===== config.mk =====
export PLATFORM = sky130hd
export DESIGN_NAME = stepper_stroke_controller_core_flat
export DESIGN_NICKNAME = d
export VERILOG_FILES = /design/src/design/ssc_pkg.sv /design/src/design/ssc_if.sv /design/src/design/stepper_stroke_controller_core.sv /design/src/flat_wrapper.sv
export SDC_FILE = /design/constraint.sdc
export NUM_CORES = 1
export LEC_CHECK = 0
export BUFFER_PORTS_ARGS = -buffer_cell sky130_fd_sc_hd__buf_2
export CAP_MARGIN = 20
export CORE_MARGIN = 3
export CORE_UTILIZATION = 50
export CTS_BUF_LIST = sky130_fd_sc_hd__clkbuf_8
export DETAILED_ROUTE_END_ITERATION = 6
export GPL_ROUTABILITY_DRIVEN = 0
export PLACE_DENSITY_LB_ADDON = 0.1
export RECOVER_POWER = 50
export SLEW_MARGIN = 40
export SYNTH_ARGS = -nofsm -noshare
export SYNTH_HDL_FRONTEND = slang
export SYNTH_SLANG_ARGS = --single-unit

===== constraint.sdc =====
create_clock -name i_clk -period 6.2 [get_ports i_clk]
set_clock_uncertainty 0.15 [all_clocks]
set_input_delay 1.24 -clock i_clk [delete_from_list [all_inputs] [get_ports i_clk]]
set_output_delay 1.24 -clock i_clk [all_outputs]
set_load 0.01 [all_outputs]

===== src/design/ssc_pkg.sv =====
// Stepper stroke controller: shared widths, register indexes, reset values,
// the full-step phase table and the result item type.
// No dependencies.
package ssc_pkg;

    localparam int SSC_POS_W    = 12;
    localparam int SSC_STEPS_W  = 16;
    localparam int SSC_TIME_W   = 24;
    localparam int SSC_COIL_W   = 4;
    localparam int SSC_CFG_IDX_W = 3;
    localparam int SSC_CFG_DAT_W = 24;

    // register indexes on the configuration channel
    localparam logic [SSC_CFG_IDX_W-1:0] REG_STEP_INTERVAL   = 3'd0;
    localparam logic [SSC_CFG_IDX_W-1:0] REG_TORQUE_INTERVAL = 3'd1;
    localparam logic [SSC_CFG_IDX_W-1:0] REG_STROKE_STEPS    = 3'd2;
    localparam logic [SSC_CFG_IDX_W-1:0] REG_REVERSED        = 3'd3;
    localparam logic [SSC_CFG_IDX_W-1:0] REG_STEPS_PER_REV   = 3'd4;

    // item opcodes
    localparam logic OP_TICK      = 1'b0;
    localparam logic OP_SET_READY = 1'b1;

    localparam logic [SSC_TIME_W-1:0]  RST_STEP_INTERVAL   = 24'd300;
    localparam logic [SSC_TIME_W-1:0]  RST_TORQUE_INTERVAL = 24'd1800;
    localparam logic [SSC_STEPS_W-1:0] RST_STROKE_STEPS    = 16'd700;
    localparam logic [SSC_POS_W-1:0]   RST_STEPS_PER_REV   = 12'd200;

    localparam logic [SSC_TIME_W-1:0] TIME_MAX = '1;
    localparam logic [SSC_COIL_W-1:0] COILS_OFF = '0;

    typedef struct packed {
        logic                  active;
        logic                  running;
        logic                  armed;
        logic                  last_commanded;
        logic [SSC_POS_W-1:0]  position;
        logic [SSC_COIL_W-1:0] coil_pattern;
        logic                  low_side_enable;
        logic                  stroke_done;
    } t_result;

    // bit3 A+, bit2 A-, bit1 B+, bit0 B-
    function automatic logic [SSC_COIL_W-1:0] phase_pattern(input logic [1:0] ph);
        logic [SSC_COIL_W-1:0] pat;
        case (ph)
            2'd0:    pat = 4'hA;
            2'd1:    pat = 4'h6;
            2'd2:    pat = 4'h5;
            2'd3:    pat = 4'h9;
            default: pat = COILS_OFF;
        endcase
        return pat;
    endfunction

endpackage


===== src/design/ssc_if.sv =====
// Stepper stroke controller: valid/ready channel interfaces for command
// items, result items and register writes. Depends on ssc_pkg.
interface ssc_cmd_if;
    import ssc_pkg::*;
    logic valid;
    logic ready;
    logic op;
    logic direction;
    modport source (output valid, op, direction, input ready);
    modport sink   (input valid, op, direction, output ready);
endinterface

interface ssc_res_if;
    import ssc_pkg::*;
    logic                  valid;
    logic                  ready;
    logic                  active;
    logic                  running;
    logic                  armed;
    logic                  last_commanded;
    logic [SSC_POS_W-1:0]  position;
    logic [SSC_COIL_W-1:0] coil_pattern;
    logic                  low_side_enable;
    logic                  stroke_done;
    modport source (output valid, active, running, armed, last_commanded, position,
                    coil_pattern, low_side_enable, stroke_done, input ready);
    modport sink   (input valid, active, running, armed, last_commanded, position,
                    coil_pattern, low_side_enable, stroke_done, output ready);
endinterface

interface ssc_cfg_if;
    import ssc_pkg::*;
    logic                     valid;
    logic                     ready;
    logic [SSC_CFG_IDX_W-1:0] index;
    logic [SSC_CFG_DAT_W-1:0] data;
    modport source (output valid, index, data, input ready);
    modport sink   (input valid, index, data, output ready);
endinterface


===== src/design/stepper_stroke_controller_core.sv =====
// Stepper stroke controller top level: input register, stroke state update
// and result register. Depends on ssc_pkg and the interfaces in ssc_if.
//
// Full-step bipolar stepper stroke controller. Each command item is a one
// microsecond tick or a set_ready; every item gives exactly one result item.
// The block takes one item per clock cycle while the result sink is not stalled:
// an item sits in the input register while the stroke state and result are
// computed, and its result is then offered from the result register. Ready
// drops only when the result register is held by a stalled sink and the input
// register is full. Register writes are always accepted and must be made while
// no item is in flight.
module stepper_stroke_controller_core (
    input  logic i_clk,
    input  logic i_rst_n,
    ssc_cmd_if.sink   i_cmd,
    ssc_cfg_if.sink   i_cfg,
    ssc_res_if.source o_res
);
    import ssc_pkg::*;

    // configuration
    logic [SSC_TIME_W-1:0]  r_step_interval;
    logic [SSC_TIME_W-1:0]  r_torque_interval;
    logic [SSC_STEPS_W-1:0] r_stroke_steps;
    logic                   r_reversed;
    logic [SSC_POS_W-1:0]   r_steps_per_rev;

    // pipeline
    logic    r_s1_valid;
    logic    r_s1_op;
    logic    r_s1_dir;
    logic    r_out_valid;
    t_result r_res;
    logic    s1_move;
    logic    cmd_accept;

    // stroke state
    logic                   r_armed,    n_armed;
    logic                   r_running,  n_running;
    logic                   r_next_dir, n_next_dir;
    logic                   r_stroke_dir, n_stroke_dir;
    logic                   r_last_cmd, n_last_cmd;
    logic [SSC_POS_W-1:0]   r_pos,      n_pos;
    logic [SSC_STEPS_W-1:0] r_steps,    n_steps;
    logic [SSC_TIME_W-1:0]  r_elapsed,  n_elapsed;
    logic [SSC_COIL_W-1:0]  r_coil,     n_coil;
    logic                   r_low_side, n_low_side;
    logic                   res_active;
    logic                   res_done;

    logic [SSC_POS_W:0]     pos_up_sum;
    logic [SSC_POS_W-1:0]   pos_up;
    logic [SSC_POS_W-1:0]   pos_down;

    assign s1_move     = r_s1_valid && (!r_out_valid || o_res.ready);
    assign i_cmd.ready = !r_s1_valid || s1_move;
    assign cmd_accept  = i_cmd.valid && i_cmd.ready;
    assign i_cfg.ready = 1'b1;

    // position is not touched before a step, so both neighbours come from r_pos
    assign pos_up_sum = {1'b0, r_pos} + {{SSC_POS_W{1'b0}}, 1'b1};
    assign pos_up     = (pos_up_sum >= {1'b0, r_steps_per_rev}) ? '0
                                                                : pos_up_sum[SSC_POS_W-1:0];
    assign pos_down   = (r_pos == '0 || r_pos >= r_steps_per_rev)
                        ? r_steps_per_rev - {{(SSC_POS_W-1){1'b0}}, 1'b1}
                        : r_pos - {{(SSC_POS_W-1){1'b0}}, 1'b1};

    always_comb begin
        n_armed      = r_armed;
        n_running    = r_running;
        n_next_dir   = r_next_dir;
        n_stroke_dir = r_stroke_dir;
        n_last_cmd   = r_last_cmd;
        n_pos        = r_pos;
        n_steps      = r_steps;
        n_elapsed    = r_elapsed;
        n_coil       = r_coil;
        n_low_side   = r_low_side;
        res_active   = 1'b0;
        res_done     = 1'b0;
        if (r_s1_op == OP_SET_READY) begin
            n_last_cmd = r_s1_dir;
            n_next_dir = r_s1_dir ^ r_reversed;
            n_armed    = 1'b1;
        end else if (r_armed || r_running) begin
            res_active = 1'b1;
            if (r_steps == '0) begin
                n_low_side   = 1'b1;
                n_stroke_dir = r_next_dir;
                n_steps      = r_stroke_steps;
                n_armed      = 1'b0;
                n_running    = 1'b1;
                n_elapsed    = '0;
            end else if (r_elapsed != TIME_MAX) begin
                n_elapsed = r_elapsed + {{(SSC_TIME_W-1){1'b0}}, 1'b1};
            end
            if (n_elapsed >= r_torque_interval) begin
                n_coil = COILS_OFF;
            end
            if (n_elapsed >= r_step_interval) begin
                n_elapsed = '0;
                n_pos     = n_stroke_dir ? pos_up : pos_down;
                n_steps   = n_steps - {{(SSC_STEPS_W-1){1'b0}}, 1'b1};
                if (n_steps == '0) begin
                    n_coil     = COILS_OFF;
                    n_low_side = 1'b0;
                    n_running  = 1'b0;
                    res_done   = 1'b1;
                end else begin
                    n_coil = phase_pattern(n_pos[1:0]);
                end
            end
        end
    end

    always_ff @(posedge i_clk) begin
        if (!i_rst_n) begin
            r_step_interval   <= RST_STEP_INTERVAL;
            r_torque_interval <= RST_TORQUE_INTERVAL;
            r_stroke_steps    <= RST_STROKE_STEPS;
            r_reversed        <= 1'b0;
            r_steps_per_rev   <= RST_STEPS_PER_REV;
        end else if (i_cfg.valid) begin
            case (i_cfg.index)
                REG_STEP_INTERVAL:   r_step_interval   <= i_cfg.data[SSC_TIME_W-1:0];
                REG_TORQUE_INTERVAL: r_torque_interval <= i_cfg.data[SSC_TIME_W-1:0];
                REG_STROKE_STEPS:    r_stroke_steps    <= i_cfg.data[SSC_STEPS_W-1:0];
                REG_REVERSED:        r_reversed        <= i_cfg.data[0];
                REG_STEPS_PER_REV:   r_steps_per_rev   <= i_cfg.data[SSC_POS_W-1:0];
                default: ;
            endcase
        end
    end

    always_ff @(posedge i_clk) begin
        if (!i_rst_n) begin
            r_s1_valid  <= 1'b0;
            r_out_valid <= 1'b0;
        end else begin
            if (cmd_accept) begin
                r_s1_valid <= 1'b1;
            end else if (s1_move) begin
                r_s1_valid <= 1'b0;
            end
            if (s1_move) begin
                r_out_valid <= 1'b1;
            end else if (o_res.ready) begin
                r_out_valid <= 1'b0;
            end
        end
    end

    always_ff @(posedge i_clk) begin
        if (cmd_accept) begin
            r_s1_op  <= i_cmd.op;
            r_s1_dir <= i_cmd.direction;
        end
        if (s1_move) begin
            r_res.active          <= res_active;
            r_res.running         <= n_running;
            r_res.armed           <= n_armed;
            r_res.last_commanded  <= n_last_cmd;
            r_res.position        <= n_pos;
            r_res.coil_pattern    <= n_coil;
            r_res.low_side_enable <= n_low_side;
            r_res.stroke_done     <= res_done;
        end
    end

    always_ff @(posedge i_clk) begin
        if (!i_rst_n) begin
            r_armed      <= 1'b0;
            r_running    <= 1'b0;
            r_next_dir   <= 1'b0;
            r_stroke_dir <= 1'b0;
            r_last_cmd   <= 1'b0;
            r_pos        <= '0;
            r_steps      <= '0;
            r_elapsed    <= '0;
            r_coil       <= COILS_OFF;
            r_low_side   <= 1'b0;
        end else if (s1_move) begin
            r_armed      <= n_armed;
            r_running    <= n_running;
            r_next_dir   <= n_next_dir;
            r_stroke_dir <= n_stroke_dir;
            r_last_cmd   <= n_last_cmd;
            r_pos        <= n_pos;
            r_steps      <= n_steps;
            r_elapsed    <= n_elapsed;
            r_coil       <= n_coil;
            r_low_side   <= n_low_side;
        end
    end

    assign o_res.valid           = r_out_valid;
    assign o_res.active          = r_res.active;
    assign o_res.running         = r_res.running;
    assign o_res.armed           = r_res.armed;
    assign o_res.last_commanded  = r_res.last_commanded;
    assign o_res.position        = r_res.position;
    assign o_res.coil_pattern    = r_res.coil_pattern;
    assign o_res.low_side_enable = r_res.low_side_enable;
    assign o_res.stroke_done     = r_res.stroke_done;

    // no stroke in progress means no steps left
    a_idle_no_steps: assert property (@(posedge i_clk) disable iff (!i_rst_n)
        !r_running |-> r_steps == '0)
        else $error("steps remaining while not running");

    // energised coils need the low side driven
    a_coil_low_side: assert property (@(posedge i_clk) disable iff (!i_rst_n)
        r_coil != COILS_OFF |-> r_low_side)
        else $error("coils driven with low side tri-stated");

    // a finishing item reports the stroke stopped with coils released
    a_done_stopped: assert property (@(posedge i_clk) disable iff (!i_rst_n)
        r_out_valid && r_res.stroke_done |->
            !r_res.running && r_res.coil_pattern == COILS_OFF && !r_res.low_side_enable)
        else $error("stroke done with drive still on");

    // a held item in the input register stays until the result stage frees
    a_s1_hold: assert property (@(posedge i_clk) disable iff (!i_rst_n)
        r_s1_valid && !s1_move |=> r_s1_valid && $stable(r_s1_op))
        else $error("input register item lost under stall");

endmodule

===== src/flat_wrapper.sv =====
// flat-port wrapper written by rule: the top's interface ports become plain ports
module stepper_stroke_controller_core_flat import ssc_pkg::*;
  (i_clk, i_rst_n, i_cmd_valid, i_cmd_op, i_cmd_direction, i_cmd_ready, i_cfg_valid, i_cfg_index, i_cfg_data, i_cfg_ready, o_res_valid, o_res_active, o_res_running, o_res_armed, o_res_last_commanded, o_res_position, o_res_coil_pattern, o_res_low_side_enable, o_res_stroke_done, o_res_ready);
  ssc_cmd_if i_cmd_i ();
  ssc_cfg_if i_cfg_i ();
  ssc_res_if o_res_i ();
  input  logic i_clk;
  input  logic i_rst_n;
  input wire logic [$bits(i_cmd_i.valid)-1:0] i_cmd_valid;
  input wire logic [$bits(i_cmd_i.op)-1:0] i_cmd_op;
  input wire logic [$bits(i_cmd_i.direction)-1:0] i_cmd_direction;
  output wire logic [$bits(i_cmd_i.ready)-1:0] i_cmd_ready;
  input wire logic [$bits(i_cfg_i.valid)-1:0] i_cfg_valid;
  input wire logic [$bits(i_cfg_i.index)-1:0] i_cfg_index;
  input wire logic [$bits(i_cfg_i.data)-1:0] i_cfg_data;
  output wire logic [$bits(i_cfg_i.ready)-1:0] i_cfg_ready;
  output wire logic [$bits(o_res_i.valid)-1:0] o_res_valid;
  output wire logic [$bits(o_res_i.active)-1:0] o_res_active;
  output wire logic [$bits(o_res_i.running)-1:0] o_res_running;
  output wire logic [$bits(o_res_i.armed)-1:0] o_res_armed;
  output wire logic [$bits(o_res_i.last_commanded)-1:0] o_res_last_commanded;
  output wire logic [$bits(o_res_i.position)-1:0] o_res_position;
  output wire logic [$bits(o_res_i.coil_pattern)-1:0] o_res_coil_pattern;
  output wire logic [$bits(o_res_i.low_side_enable)-1:0] o_res_low_side_enable;
  output wire logic [$bits(o_res_i.stroke_done)-1:0] o_res_stroke_done;
  input wire logic [$bits(o_res_i.ready)-1:0] o_res_ready;
  assign i_cmd_i.valid = i_cmd_valid;
  assign i_cmd_i.op = i_cmd_op;
  assign i_cmd_i.direction = i_cmd_direction;
  assign i_cmd_ready = i_cmd_i.ready;
  assign i_cfg_i.valid = i_cfg_valid;
  assign i_cfg_i.index = i_cfg_index;
  assign i_cfg_i.data = i_cfg_data;
  assign i_cfg_ready = i_cfg_i.ready;
  assign o_res_valid = o_res_i.valid;
  assign o_res_active = o_res_i.active;
  assign o_res_running = o_res_i.running;
  assign o_res_armed = o_res_i.armed;
  assign o_res_last_commanded = o_res_i.last_commanded;
  assign o_res_position = o_res_i.position;
  assign o_res_coil_pattern = o_res_i.coil_pattern;
  assign o_res_low_side_enable = o_res_i.low_side_enable;
  assign o_res_stroke_done = o_res_i.stroke_done;
  assign o_res_i.ready = o_res_ready;
  stepper_stroke_controller_core u_core (.i_clk(i_clk), .i_rst_n(i_rst_n), .i_cmd(i_cmd_i), .i_cfg(i_cfg_i), .o_res(o_res_i));
endmodule

## Yosys cells after proc, flatten, opt, wreduce, memory -nomap -nowiden

Index checks and enable logic that the tools add are counted.

| storage, ports and cells | value |
|---|---|
| logic and storage cells | 115 |
| bits in latches | 0 |
| memories | 0 |
| memory bits (read-only) | 0 |
| flip-flop bits (word level) | 165 |
| input bits | 34 |
| RAM bits | 0 |
| output and inout bits | 25 |

| cells by class | value |
|---|---|
| $lt $le $gt $ge | 4 |
| add/subtract/negate cells | 5 |
| mux-type cells | 44 |
| $mul | 0 |
| reduce and logical (&&, ||, !) cells | 23 |
| equality and inequality tests | 8 |
| bitwise gates (word level) | 4 |
| shift operators | 0 |
| div/mod/pow operators | 0 |

Operator list:

| kind | number |
|---|---|
| two-way mux 24 bit | 5 |
| two-way mux 12 bit | 6 |
| two-way mux 16 bit | 4 |
| greater-or-equal comparator 24 bit | 2 |
| zero test 16 bit | 2 |
| adder 24 x 1 -> 24 bit, second input constant | 1 |
| inequality test 24 bit, second input constant | 1 |
| subtractor 12 x 1 -> 12 bit, second input constant | 2 |
| two-way mux 1 bit | 23 |
| two-way mux 4 bit | 5 |
| one-hot mux 4 bit (4 select lines) | 1 |
| subtractor 16 x 1 -> 16 bit, second input constant | 1 |
| adder 12 x 1 -> 13 bit, second input constant | 1 |
| greater-or-equal comparator 13 x 12 -> 1 bit | 1 |
| greater-or-equal comparator 12 bit | 1 |
| zero test 12 bit | 1 |
| AND reduction 2 bit | 6 |
| equality test 3 x 2 -> 1 bit, second input constant | 2 |
| equality test 2 bit, second input constant | 2 |
| logical OR 1 bit | 4 |
| nonzero test 2 bit | 2 |
| equality test 3 x 1 -> 1 bit, second input constant | 1 |
| equality test 3 bit, second input constant | 1 |
| zero test 3 bit | 1 |
| 8 further kinds | 12 |

## Logic depth before layout (Yosys ltp)

Gate-level depths: netlist of run 1.

| logic depth | value |
|---|---|
| word-level depth | 11 |
| gate-level depth with buffers | 18 |
| gate-level depth less buffers | 16 |

## Worst setup path after synthesis of run 1

OpenSTA, ideal clock, no wires.

| path | value |
|---|---|
| kind | register to register |
| start point | register u_core.r_steps[5] |
| end point | register, netlist name u_core.o_res.position[2] |
| period minus slack after synthesis | 4.312 ns |
| setup time | 0.258 ns |
| data arrival time | 3.904 ns |
| setup slack | 1.888 ns |
| path buffers | 5 |
| stages on the path, launching flop included | 18 |
| data required time | 5.792 ns |
| cells stage by stage | dfxtp_1 -> nor4_4 -> nand3_1 -> nor2_1 -> buf_2 -> buf_1 -> buf_1 -> nor2_1 -> ha_1 -> and3_1 -> a2111oi_0 -> o2111ai_1 -> o21ai_0 -> clkbuf_1 -> clkbuf_1 -> nor2_1 -> o21ai_0 -> nand2_1 |

| between the ends | value |
|---|---|
| word-level cells in the longest chain between the ends | 8 |

Ends and longest elaborated chain:

| what | RTL line | source |
|---|---|---|
| start: declaration | stepper_stroke_controller_core.sv:44 | `logic [SSC_STEPS_W-1:0] r_steps, n_steps;` |
| start signal: assignment | stepper_stroke_controller_core.sv:189 | `r_steps <= n_steps;` |
| zero test 16 bit * | stepper_stroke_controller_core.sv:87 | `if (r_steps == '0) begin` |
| two-way mux 24 bit or two-way mux 1 bit (tied branches) | stepper_stroke_controller_core.sv:87 |  |
| two-way mux 24 bit or two-way mux 1 bit (tied branches) | stepper_stroke_controller_core.sv:85 | `end else if (r_armed \|\| r_running) begin` |
| two-way mux 24 bit or two-way mux 1 bit (tied branches) | stepper_stroke_controller_core.sv:81 | `if (r_s1_op == OP_SET_READY) begin` |
| greater-or-equal comparator 24 bit or two-way mux 12 bit (tied branches) | stepper_stroke_controller_core.sv:100, stepper_stroke_controller_core.sv:102 |  |
| two-way mux 12 bit * | stepper_stroke_controller_core.sv:100 | `if (n_elapsed >= r_step_interval) begin` |
| two-way mux 12 bit * | stepper_stroke_controller_core.sv:85 |  |
| two-way mux 12 bit * | stepper_stroke_controller_core.sv:81 |  |
| named net u_core.n_pos[2] | stepper_stroke_controller_core.sv:43 | `logic [SSC_POS_W-1:0] r_pos, n_pos;` |

The timed path passes the listed nets; every way through them passes the cells marked *. The select of a mux whose other input is x is not followed.
A chain may end at the register's enable or synchronous reset.

## Worst setup path in the final report of run 1

| path | value |
|---|---|
| start point | register u_core.r_steps[0] |
| end point | register, netlist name u_core.o_res.low_side_enable |

| between the ends | value |
|---|---|
| word-level cells in the longest chain between the ends | 10 |

Ends and longest elaborated chain:

| what | RTL line | source |
|---|---|---|
| zero test 16 bit | stepper_stroke_controller_core.sv:87 |  |
| two-way mux 16 bit | stepper_stroke_controller_core.sv:87 |  |
| two-way mux 16 bit | stepper_stroke_controller_core.sv:85 |  |
| two-way mux 16 bit | stepper_stroke_controller_core.sv:81 |  |
| subtractor 16 x 1 -> 16 bit | stepper_stroke_controller_core.sv:103 | `n_steps = n_steps - {{(SSC_STEPS_W-1){1'b0}}, 1'b1};` |
| zero test 16 bit | stepper_stroke_controller_core.sv:104 | `if (n_steps == '0) begin` |
| two-way mux 1 bit | stepper_stroke_controller_core.sv:104 |  |
| two-way mux 1 bit * | stepper_stroke_controller_core.sv:100 |  |
| two-way mux 1 bit * | stepper_stroke_controller_core.sv:85 |  |
| two-way mux 1 bit * | stepper_stroke_controller_core.sv:81 |  |
| named net u_core.n_low_side | stepper_stroke_controller_core.sv:47 | `logic r_low_side, n_low_side;` |

Marked as above.

==> results of run 1 <==
==> final timing paths <==
path                                     start                           end  slack, ns  cells past startpoint
hold reg to reg   u_core.r_torque_interval[15]  u_core.r_torque_interval[15]       0.31                      2
setup / recovery             u_core.r_steps[0]  u_core.o_res.low_side_enable       1.07                     13
hold / removal    u_core.r_torque_interval[15]  u_core.r_torque_interval[15]       0.31                      2
setup reg to reg             u_core.r_steps[0]  u_core.o_res.low_side_enable       1.07                     13
==> layout make-up <==
cell class / instances / area (um^2) / share of cell area (%)
Clock buffer: 18 / 248 / 2.30
Clock inverter: 14 / 175 / 1.63
Inverter: 74 / 280 / 2.60
Multi-Input combinational cell: 943 / 5850 / 54.3
Sequential cell: 165 / 3540 / 32.9
Tap cell: 260 / 325 / 3.02
Timing Repair Buffer: 71 / 355 / 3.30
==> synthesized netlist by cell type (all sizes together) (3+ instances only) <==
cell    number  share of area (%)
o21a         6               0.45
mux2i        7               0.71
and2        10               0.63
nand4       22                1.5
nor2       104                4.0
nand3       27                1.4
nand2b       4               0.25
a22oi       26                2.0
clkbuf      54                2.0
a31oi       12               0.76
a311oi       3               0.27
a21oi      122                6.2
inv         73                2.8
and4         7               0.62
buf         10               0.45
a31o         6               0.53
edfxtp      24                7.3
dfxtp      141                 28
a21o        13               0.98
nor3        20                1.2
a211oi      16                1.2
o21ai       59                3.0
or3          6               0.38
xor2        25                2.2
nor2b        5               0.32
o31ai       16                1.3
or4          6               0.49
o211ai      22                1.8
nand2      218                8.3
or2          3               0.19
nand3b       3               0.23
xnor2       29                2.6
nor4        21                1.8
and3         6               0.38
ha          81                 10
==> tightest hold or removal path, delay by kind of cell (launching register included) <==
| kind | cells | cell delay [ns] |
|---|---|---|
| AND/OR/NAND/NOR | 1 | 0.05 |
| AO/OA/AOI/OAI | 1 | 0.05 |
| flip-flops | 1 | 0.32 |
==> flip-flops by register name (all words and copies together), names as in the netlist, 4 cells and up <==
signal,cells
u_core.r_steps,16
u_core.r_elapsed,24
u_core.r_step_interval,24
u_core.o_res.coil_pattern,4
u_core.r_coil,4
u_core.o_res.position,12
u_core.r_pos,12
u_core.r_torque_interval,24
u_core.r_steps_per_rev,12
u_core.r_stroke_steps,16
==> metal layers <==
metal | track usage (%) | share of wire (%)
met2 | 41.6 | 48
met4 | 7.67 | 2.8
met5 | 0 | 0
met3 | 4.38 | 5.2
met1 | 31.7 | 44
==> cells by family after synthesis <==
group	Yosys count
and+or+nand+nor	468
AOI/OAI and AO/OA	331
xor gates and xnor gates	54
other	1
adders and majority gates	81
muxes	8
buffers and inverters	138
DFF	165
==> metrics by stage <==
step | setup WS [ns] | hold WS [ns] | util, %
2_1_floorplan | 1.89 | 0.275 | -
6_report | 1.07 | 0.308 | 56.5
3_5_place_dp | 1.20 | 0.290 | 54.5
5_1_grt | 0.653 | 0.324 | 56.5
3_3_place_gp | 1.32 | 0.285 | 54.4
4_1_cts | 1.17 | 0.309 | 56.7
==> report_power, final <==
group	internal (mW)	switching (mW)
registers	1.10	0.0135
logic	0.0591	0.123
clock network	0.415	0.439
total	1.58	0.576
==> results.ini, run 1 <==
[route]
residual_drc_count=0
detailed_route_wl_um=26400
routed_via_density=5.77
firstDrtPassIters=5
drt_iter0_drc=694
wl_per_cell_um=17.1
antenna_left=0
vias=8914

[logic_synthesis]
postSynth.asyncResetShare_pct=0
synth_compound_area_share_pct=21.1
synthFlopType=sky130_fd_sc_hd__dfxtp_1
synthDistinctLibCells=75
syn_inst=1246
synthSimpleGateAreaFrac_pct=22.0
ys_seq_area_share_pct=35.7
synthAdderAreaFrac_pct=10.2
synth_edf_count=24
fraction_of_synthesized_cell_area_in_xor_and_xnor_cells_pct=4.77
synth_area_mm2=0.00991
combinational_family_with_the_most_area_after_synthesis=simple AND/OR/NAND/NOR gates
ys_ff_latch=165
synth_nets=1361
synth.area.mux_share_pct=0.820
synthesis.yosys.warnings=0
syn_avg_cell_area_um2=7.96

[power]
worst_ir_drop_vdd_mv=0.144
p_per_area_mw_per_mm2=200
totalPowerFinal_mw=2.15
total_leakage_power_nw=4.03

[finish]
layout.cells.most_common=sky130_fd_sc_hd__nand2_1
nNetsFinal=1387
area_growth_pct=8.71
finalInstanceArea_mm2=0.0108
layout-drive-gt1-share_pct=7.94
fill_cells=1821
n_antenna_cell=0
finalNonFillerCells=1545
most-common-layout-cells=217 x sky130_fd_sc_hd__nand2_1, 141 x sky130_fd_sc_hd__dfxtp_1, 122 x sky130_fd_sc_hd__a21oi_1

[sta]
maxClockFrequency_mhz=195
period_share_pct=82.7
setup_tns_ns=0
max-slew-margin-rel_pct=-58.8
setup_viol_count_final=0
report.final.hold_viol_count=0
grt_setup_unrepaired=no
report.final.slew_viol_count=136
worstMarginPinSlew_ns=2.37
timing.final.crit_period_ns=5.13

[die]
dieWidth_um=147
fp.coreArea_mm2=0.0191
floorplan.initialDensity_pct=52.0
design.portCount=59
std_cell_rows=50
die_height_um=147
dieArea_mm2=0.0216

[placed_design]
dp_hpwl_um=19500
dpl_cell_area_mm2=0.0104
cell_count_post_placement=1513
number_of_buffers_added_on_ports=57

[clock_tree]
clkLatencyLatePin_ns=0.47
cts_max_level=4
cts_buffers=17
cts_hold_buf=0
cts.reportedPaths.clkPinSlew_ns=0.09
clock-sinks=165
post_cts_resized=0
cts-root-buf=sky130_fd_sc_hd__clkbuf_8
ctsLongestPathBuffers=2
postCtsSetupBuffers=0
cts_tree=built

[setup_path]
cpPeakStageDelay_ns=0.80
crit_family=simple AND/OR/NAND/NOR gates
path_cells=nor3_1 > nand2_1 > nor2_4 > nor2_1 > ha_1 > nand4_1 > or4_1 > o2111ai_1 > o21a_1 > nand2_1 > buf_4 > nor4_2 > nor2_1
worst_setup_path_start_kind=flip-flop
worstSetupEndpointType=flip-flop
arrival_ns=5.20
timing.critical_path.required_ns=6.27
cp.buffers_inverters=1
worst_setup_path_category=flip-flop to flip-flop
cpMaxStageDelayCell=sky130_fd_sc_hd__nor3_1
critical_path.max_fanout=27

[global_routing]
grt_start_max_net_pins=65
via_count_of_the_first_global_routing_pass=8343
grt_overflow_total=0
grt_usage_pct=24.5
grt_first_pass_wirelength_um=43300
initial_antenna_violation_count=0

[job]
drv_cap=3

[status]
violations=max-capacitance violations, max-slew violations
run_status=complete, but fails checks

[hold_path]
worstHoldPathType=flip-flop to flip-flop

(Power assumes the default switching activity.)
==> run 2: changes to the inputs <==
--- a/config.mk
+++ b/config.mk
@@ -5,6 +5,7 @@
 export SDC_FILE = /design/constraint.sdc
 export NUM_CORES = 1
 export LEC_CHECK = 0
+export ABC_AREA = 1
 export BUFFER_PORTS_ARGS = -buffer_cell sky130_fd_sc_hd__buf_2
 export CAP_MARGIN = 20
 export CORE_MARGIN = 3
==> constraint.sdc (replaced) <==
create_clock -name i_clk -period 5.1 [get_ports i_clk]
set_clock_uncertainty 0.15 [all_clocks]
set_input_delay 1.02 -clock i_clk [delete_from_list [all_inputs] [get_ports i_clk]]
set_output_delay 1.02 -clock i_clk [all_outputs]
set_load 0.01 [all_outputs]
==> run 2 against run 1 <==
  * The flow still finishes with violations (max-capacitance violations, max-slew violations)
  * Fmax is 12% higher
  * Non-clock buffer count is 7 higher
  * Via count is 10% higher
  * First-iteration DRC count is 20% higher
  * Worst setup slack worse by 0.55 ns
  * Synthesized cell count is 23% higher
==> results.ini, run 2 <==
[power]
worst_ir_drop_vdd_mv=0.157
power.switching_mw=1.11
total_leakage_power_nw=5.29
power_frac_comb_pct=24.4
power_switching_share_pct=35.7
internal_power_mw=2.00
power.share.clock_pct=30.8
power.sequential.fraction_pct=44.8
p_per_area_mw_per_mm2=275
totalPowerFinal_mw=3.11

[finish]
finalInstanceArea_mm2=0.0113
nNetsFinal=1686
most-common-layout-cells=360 x sky130_fd_sc_hd__nand2_1, 218 x sky130_fd_sc_hd__inv_1, 144 x sky130_fd_sc_hd__a21oi_1
layout-drive-gt1-share_pct=7.01
utilization_pct=55.6
biggest_registers_after_layout=u_core.r_elapsed (24), u_core.r_step_interval (24), u_core.r_torque_interval (24)
finalNonFillerCells=1854
area_growth_pct=8.27
n_antenna_cell=0
layout.cells.most_common=sky130_fd_sc_hd__nand2_1

[placed_design]
cell_count_post_placement=1822
setup_slack_placement_ns=0.599
number_of_buffers_added_on_ports=57
dpl_cell_area_mm2=0.0110
dp_hpwl_um=20400

[global_routing]
grt_first_pass_wirelength_um=45800
grt_start_max_net_pins=56
via_count_of_the_first_global_routing_pass=8866
initial_antenna_violation_count=0
grt_overflow_total=0
grt_usage_pct=25.2

[logic_synthesis]
synthDominantAreaCellType=sky130_fd_sc_hd__dfxtp_1
synth_edf_count=24
syn_avg_cell_area_um2=6.84
synthesis.yosys.warnings=0
synthDistinctLibCells=44
synth_area_mm2=0.0105
synthDominantCellAreaShare_pct=27.0
synth.top_cells.by_count=360 x sky130_fd_sc_hd__nand2_1, 217 x sky130_fd_sc_hd__inv_1, 144 x sky130_fd_sc_hd__a21oi_1
postSynth.asyncResetShare_pct=0
synthFlopType=sky130_fd_sc_hd__dfxtp_1
synthMostInstantiatedCell=sky130_fd_sc_hd__nand2_1
synth.top_cells.by_area=sky130_fd_sc_hd__dfxtp_1 27%, sky130_fd_sc_hd__nand2_1 13%, sky130_fd_sc_hd__ha_1 9.7%, sky130_fd_sc_hd__inv_1 7.8%, sky130_fd_sc_hd__a21oi_1 6.9%
synth_nets=1644
ys_seq_area_share_pct=33.9
syn_inst=1529
ys_ff_latch=165

[setup_path]
worstSetupEndpointType=flip-flop
path_cells=nand2_1 > nor3_1 > inv_1 > nor2_1 > nand2_1 > nor2_1 > nand3b_2 > nand2_1 > nor2_1 > o21ai_0 > inv_1 > ha_1 > nand4_1 > nor3_1 > nand4_1 > nand3_1 > buf_4 > nor2_1 > buf_4 > a22oi_1 > nor2_1
worst_setup_path_category=flip-flop to flip-flop
critical_path.reg2reg.startpoint=u_core.r_elapsed[8]
cp.buffers_inverters=4
worst_setup_path_start_kind=flip-flop
crit_path_frequent_cell=sky130_fd_sc_hd__nor2_1
cpPeakStageDelay_ns=0.41
arrival_ns=4.67
crit_family=simple AND/OR/NAND/NOR gates
crit_start=u_core.r_elapsed[8]
critical_path.max_fanout=24
cpMaxStageDelayCell=sky130_fd_sc_hd__dfxtp_1
timing.critical_path.required_ns=5.19

[status]
run_status=complete, but fails checks
violations=max-capacitance violations, max-slew violations

[job]
drv_cap=2

[sta]
setup_tns_ns=0
whs_ns=0.320
final_critical_path_setup_slack_ns=0.520
max-slew-margin-rel_pct=-80.5
grt_setup_unrepaired=no
worstMarginPinSlew_ns=2.71
report.final.hold_viol_count=0
maxClockFrequency_mhz=218
report.final.slew_viol_count=109
period_share_pct=89.8
timing.final.crit_period_ns=4.58
setup_viol_count_final=0

[route]
antenna_left=0
firstDrtPassIters=7
vias=9803
routed_via_density=5.29
drt_iter0_drc=836
residual_drc_count=0
detailed_route_wl_um=27800
wl_per_cell_um=15.0

[clock_tree]
cts_buffers=17
cts_tree=built
cts_max_level=4
cts-root-buf=sky130_fd_sc_hd__clkbuf_8
clkLatencyLatePin_ns=0.47
clock-sinks=165
cts.reportedPaths.clkPinSlew_ns=0.10
ctsLongestPathBuffers=2

[die]
dieArea_mm2=0.0227
std_cell_rows=52
die_height_um=151
floorplan.initialDensity_pct=51.4
dieWidth_um=151
design.portCount=59
fp.coreArea_mm2=0.0204

[hold_path]
worstHoldPathType=flip-flop to flip-flop
min-delay-start=u_core.r_step_interval[15]

[run 2: path summary, 6_finish.rpt]
path                                 to  slack (ns)  depth (start not counted)
max                u_core.r_elapsed[10]        0.52                         21
min          u_core.r_step_interval[15]        0.32                          2
max reg2reg        u_core.r_elapsed[10]        0.52                         21
min reg2reg  u_core.r_step_interval[15]        0.32                          2
[run 2: logic make-up after synthesis]
family                     after synthesis  share of synthesized area [%]
xor gates and xnor gates                21                           1.76
buffers and inverters                  281                           10.5
DFF                                    165                           33.9
and+or+nand+nor                        666                           27.4
other                                    1                         0.0359
AOI/OAI and AO/OA                      314                           16.7
adders and majority gates               81                           9.69
[run 2: tightest hold or removal path: cells and delay by family (launching register included)]
kind / cells / cell delay, ns
flip-flops: 1 / 0.30
AO/OA/AOI/OAI: 1 / 0.06
buffers and inverters: 1 / 0.07
[run 2: routing by layer]
layer / vias up / share of wire, % / global-route usage [%]
met3: 22 / 5.5 / 3.70
met5: - / 0 / 0
met2: 262 / 45 / 40.2
met4: 0 / 1.3 / 6.44
met1: 4426 / 48 / 36.0
li1: 5093 / - / -
[run 2: repair_timing]
action                                  in CTS  in global routing
endpoints found under the setup margin       0                  2
resized for setup                            0                  1
hold buffers                                 0                  0
buffers inserted                             0                  0
[run 2: power groups by stage]
stage	clock [mW]	combinational, mW	sequential, mW
CTS	0.981	0.756	1.39
global route	1.04	0.870	1.40
finish	0.959	0.758	1.40
floorplan	0	0.573	1.42
detailed placement	0	0.755	1.42
global placement	0	0.748	1.42
[run 2: final cells by class]
| type | instances | area, um^2 |
|---|---|---|
| repair buffers | 78 | 395 |
| well taps | 270 | 338 |
| fillers | 2036 | 9040 |
| inverters | 226 | 853 |
| multi-input cells | 1083 | 5820 |
| flip-flops and latches | 165 | 3540 |
| clock buffers | 17 | 234 |
| clock inverters | 15 | 144 |
==> run 3: changes to the inputs <==
--- a/config.mk
+++ b/config.mk
@@ -9,7 +9,7 @@
 export BUFFER_PORTS_ARGS = -buffer_cell sky130_fd_sc_hd__buf_2
 export CAP_MARGIN = 20
 export CORE_MARGIN = 3
-export CORE_UTILIZATION = 50
+export CORE_UTILIZATION = 64
 export CTS_BUF_LIST = sky130_fd_sc_hd__clkbuf_8
 export DETAILED_ROUTE_END_ITERATION = 6
 export GPL_ROUTABILITY_DRIVEN = 0
==> run 3 against run 2 <==
  * The run still ends with max-capacitance violations, max-slew violations left
  * Routed wire length decreased by 5.5%
  * Sequential power about the same
  * Critical path depth increased by 4
  * Worst hold slack got worse by 0.0024 ns
  * Worst setup slack got worse by 0.065 ns
  * Largest cell class unchanged
  * Largest power group unchanged
==> results.ini, run 3 (synthesis results as in run 2) <==
[finish]
finalNonFillerCells=1796
area_growth_pct=7.97
layout-drive-gt1-share_pct=7.34
n_antenna_cell=0
fill_cells=1419
most-common-layout-cells=359 x sky130_fd_sc_hd__nand2_1, 216 x sky130_fd_sc_hd__inv_1, 144 x sky130_fd_sc_hd__a21oi_1
biggest_registers_after_layout=u_core.r_elapsed (24), u_core.r_step_interval (24), u_core.r_torque_interval (24)
utilization_pct=70.8
nNetsFinal=1682
layout.cells.most_common=sky130_fd_sc_hd__nand2_1

[setup_path]
r2r_slack_ns=0.46
timing.critical_path.required_ns=5.17
critical_path.reg2reg.startpoint=u_core.r_elapsed[4]
arrival_ns=4.72
reg2reg_depth=25
worst_setup_path_start_kind=flip-flop
worst_r2r_endpoint=u_core.o_res.position[3]
worst_setup_path_category=flip-flop to flip-flop
critical_path.max_fanout=16
worstSetupEndpointType=flip-flop

[power]
total_leakage_power_nw=5.32
p_per_area_mw_per_mm2=280
power.switching_mw=1.08
power.sequential.fraction_pct=44.1
power_switching_share_pct=34.2
worst_ir_drop_vdd_mv=0.199
internal_power_mw=2.08
power_frac_comb_pct=23.9
power.share.clock_pct=32.0

[global_routing]
via_count_of_the_first_global_routing_pass=8942
grt_overflow_total=0
groute.layer.met2.usage_pct=47.0
top_usage_layer=met2
grt_util_met1_pct=41.2
initial_antenna_violation_count=1
grt_start_max_net_pins=90
grt_usage_pct=29.9
met3_layer_usage_reported_by_global_route_pct=5.66
grt_first_pass_wirelength_um=43600

[clock_tree]
cts-root-buf=sky130_fd_sc_hd__clkbuf_8
cts.reportedPaths.clkPinSlew_ns=0.10
postCtsSetupBuffers=0
clkLatencyLatePin_ns=0.46
cts_buffers=17
clock-sinks=165
cts_tree=built
ctsLongestPathBuffers=2
cts_max_level=4

[sta]
report.final.slew_viol_count=90
setup_viol_count_final=0
setup_tns_ns=0
maxClockFrequency_mhz=215
max-slew-margin-rel_pct=-121
worstMarginPinSlew_ns=3.31
report.final.hold_viol_count=0
grt_setup_unrepaired=no
timing.final.crit_period_ns=4.64
period_share_pct=91.1

[status]
violations=max-capacitance violations, max-slew violations
run_status=complete, but fails checks

[hold_path]
worst_hold_path.num_cells=2
holdPathEnd=u_core.r_step_interval[16]
worstHoldPathType=flip-flop to flip-flop
min-delay-start=u_core.r_step_interval[16]

[die]
dieWidth_um=134
floorplan.initialDensity_pct=65.6
dieArea_mm2=0.0179
die_height_um=134
fp.coreArea_mm2=0.0159
std_cell_rows=46
design.portCount=59

[placed_design]
cell_count_post_placement=1764
dp_hpwl_um=19400
number_of_buffers_added_on_ports=57

[job]
drv_cap=1

[route]
antenna_left=0
vias=9894
routed_via_density=5.51
residual_drc_count=0
wl_per_cell_um=14.6
firstDrtPassIters=5
drt_iter0_drc=1027
detailed_route_wl_um=26300

## run 3: changes by cell type in the layout (fill, tap and decap cells not counted), sizes merged
cell      change
bufinv        +1
clkinvlp      +1
clkinv        -4
clkbuf        -2
## run 3: area by class of cell
class | instances | area (um^2) | share of cell area (%)
Sequential cell | 165 | 3540 | 31.4
Timing Repair Buffer | 74 | 375 | 3.32
Tap cell | 216 | 270 | 2.39
Clock inverter | 13 | 160 | 1.42
Multi-Input combinational cell | 1083 | 5830 | 51.6
Clock buffer | 19 | 262 | 2.32
Inverter | 226 | 853 | 7.56
## run 3: power by group through the flow
stage | combinational [mW] | clock (mW) | sequential, mW
6_report | 0.755 | 1.01 | 1.40
2_1_floorplan | 0.573 | 0 | 1.42
3_5_place_dp | 0.744 | 0 | 1.42
4_1_cts | 0.748 | 1.03 | 1.39
5_1_grt | 0.860 | 1.09 | 1.40
3_3_place_gp | 0.728 | 0 | 1.42
## run 3: how the worst max path moves through the flow
stage | startpoint | to | slack (ns) | cells past startpoint
2_1_floorplan | u_core.r_pos[0] | u_core.o_res.coil_pattern[1] | 1.25 | 25
3_3_place_gp | u_core.r_elapsed[4] | u_core.o_res.position[4] | 0.24 | 24
3_5_place_dp | u_core.r_elapsed[4] | u_core.o_res.position[3] | 0.12 | 24
4_1_cts | u_core.r_elapsed[4] | u_core.o_res.position[3] | 0.08 | 25
5_1_grt | u_core.r_elapsed[4] | u_core.o_res.position[4] | 0.01 | 25
6_report | u_core.r_elapsed[4] | u_core.o_res.position[3] | 0.46 | 25
## run 3: routing by layer
layer	vias to the layer above	wire, um
li1	5087	-
met1	4431	12000
met2	320	11800
met3	54	1600
met4	2	841
met5	-	13
## run 3: critical path, cell delays in order (launching register included)
cell                       delay, ns
sky130_fd_sc_hd__dfxtp_1        0.42
sky130_fd_sc_hd__nand2_1        0.10
sky130_fd_sc_hd__nor2_1         0.13
sky130_fd_sc_hd__nand2_1        0.06
sky130_fd_sc_hd__nor2_1         0.28
sky130_fd_sc_hd__nand2_1        0.12
sky130_fd_sc_hd__nor2_1         0.16
sky130_fd_sc_hd__nand3b_2       0.20
sky130_fd_sc_hd__nand4_1        0.14
sky130_fd_sc_hd__inv_1          0.08
sky130_fd_sc_hd__nand2_1        0.09
sky130_fd_sc_hd__xor2_1         0.15
sky130_fd_sc_hd__nand2_1        0.08
sky130_fd_sc_hd__inv_1          0.13
sky130_fd_sc_hd__ha_1           0.25
sky130_fd_sc_hd__nand2_1        0.06
sky130_fd_sc_hd__inv_1          0.05
sky130_fd_sc_hd__o21ai_0        0.06
sky130_fd_sc_hd__a21oi_1        0.08
sky130_fd_sc_hd__nor2_1         0.18
sky130_fd_sc_hd__a21boi_0       0.27
sky130_fd_sc_hd__nand3_2        0.32
sky130_fd_sc_hd__nand2_4        0.28
sky130_fd_sc_hd__clkinv_1       0.27
sky130_fd_sc_hd__o21ai_1        0.24
sky130_fd_sc_hd__inv_1          0.05
## run 3: repair_timing
action / in CTS / in global routing
setup endpoints to repair: 0 / 47
gates resized for setup: 0 / 4
hold buffers: 0 / 0
## run 3: per-stage QoR
step / area [um^2] / setup WS [ns] / hold slack (ns) / power [mW]
final: 11300 / 0.455 / 0.318 / 3.16
after global routing: 11300 / 0.0150 / 0.340 / 3.35
after CTS: 11300 / 0.0835 / 0.319 / 3.17
after detailed placement: 10900 / 0.116 / 0.303 / 2.17
after global placement: 10900 / 0.238 / 0.297 / 2.15
after floorplan: 10500 / 1.25 / 0.274 / 1.99
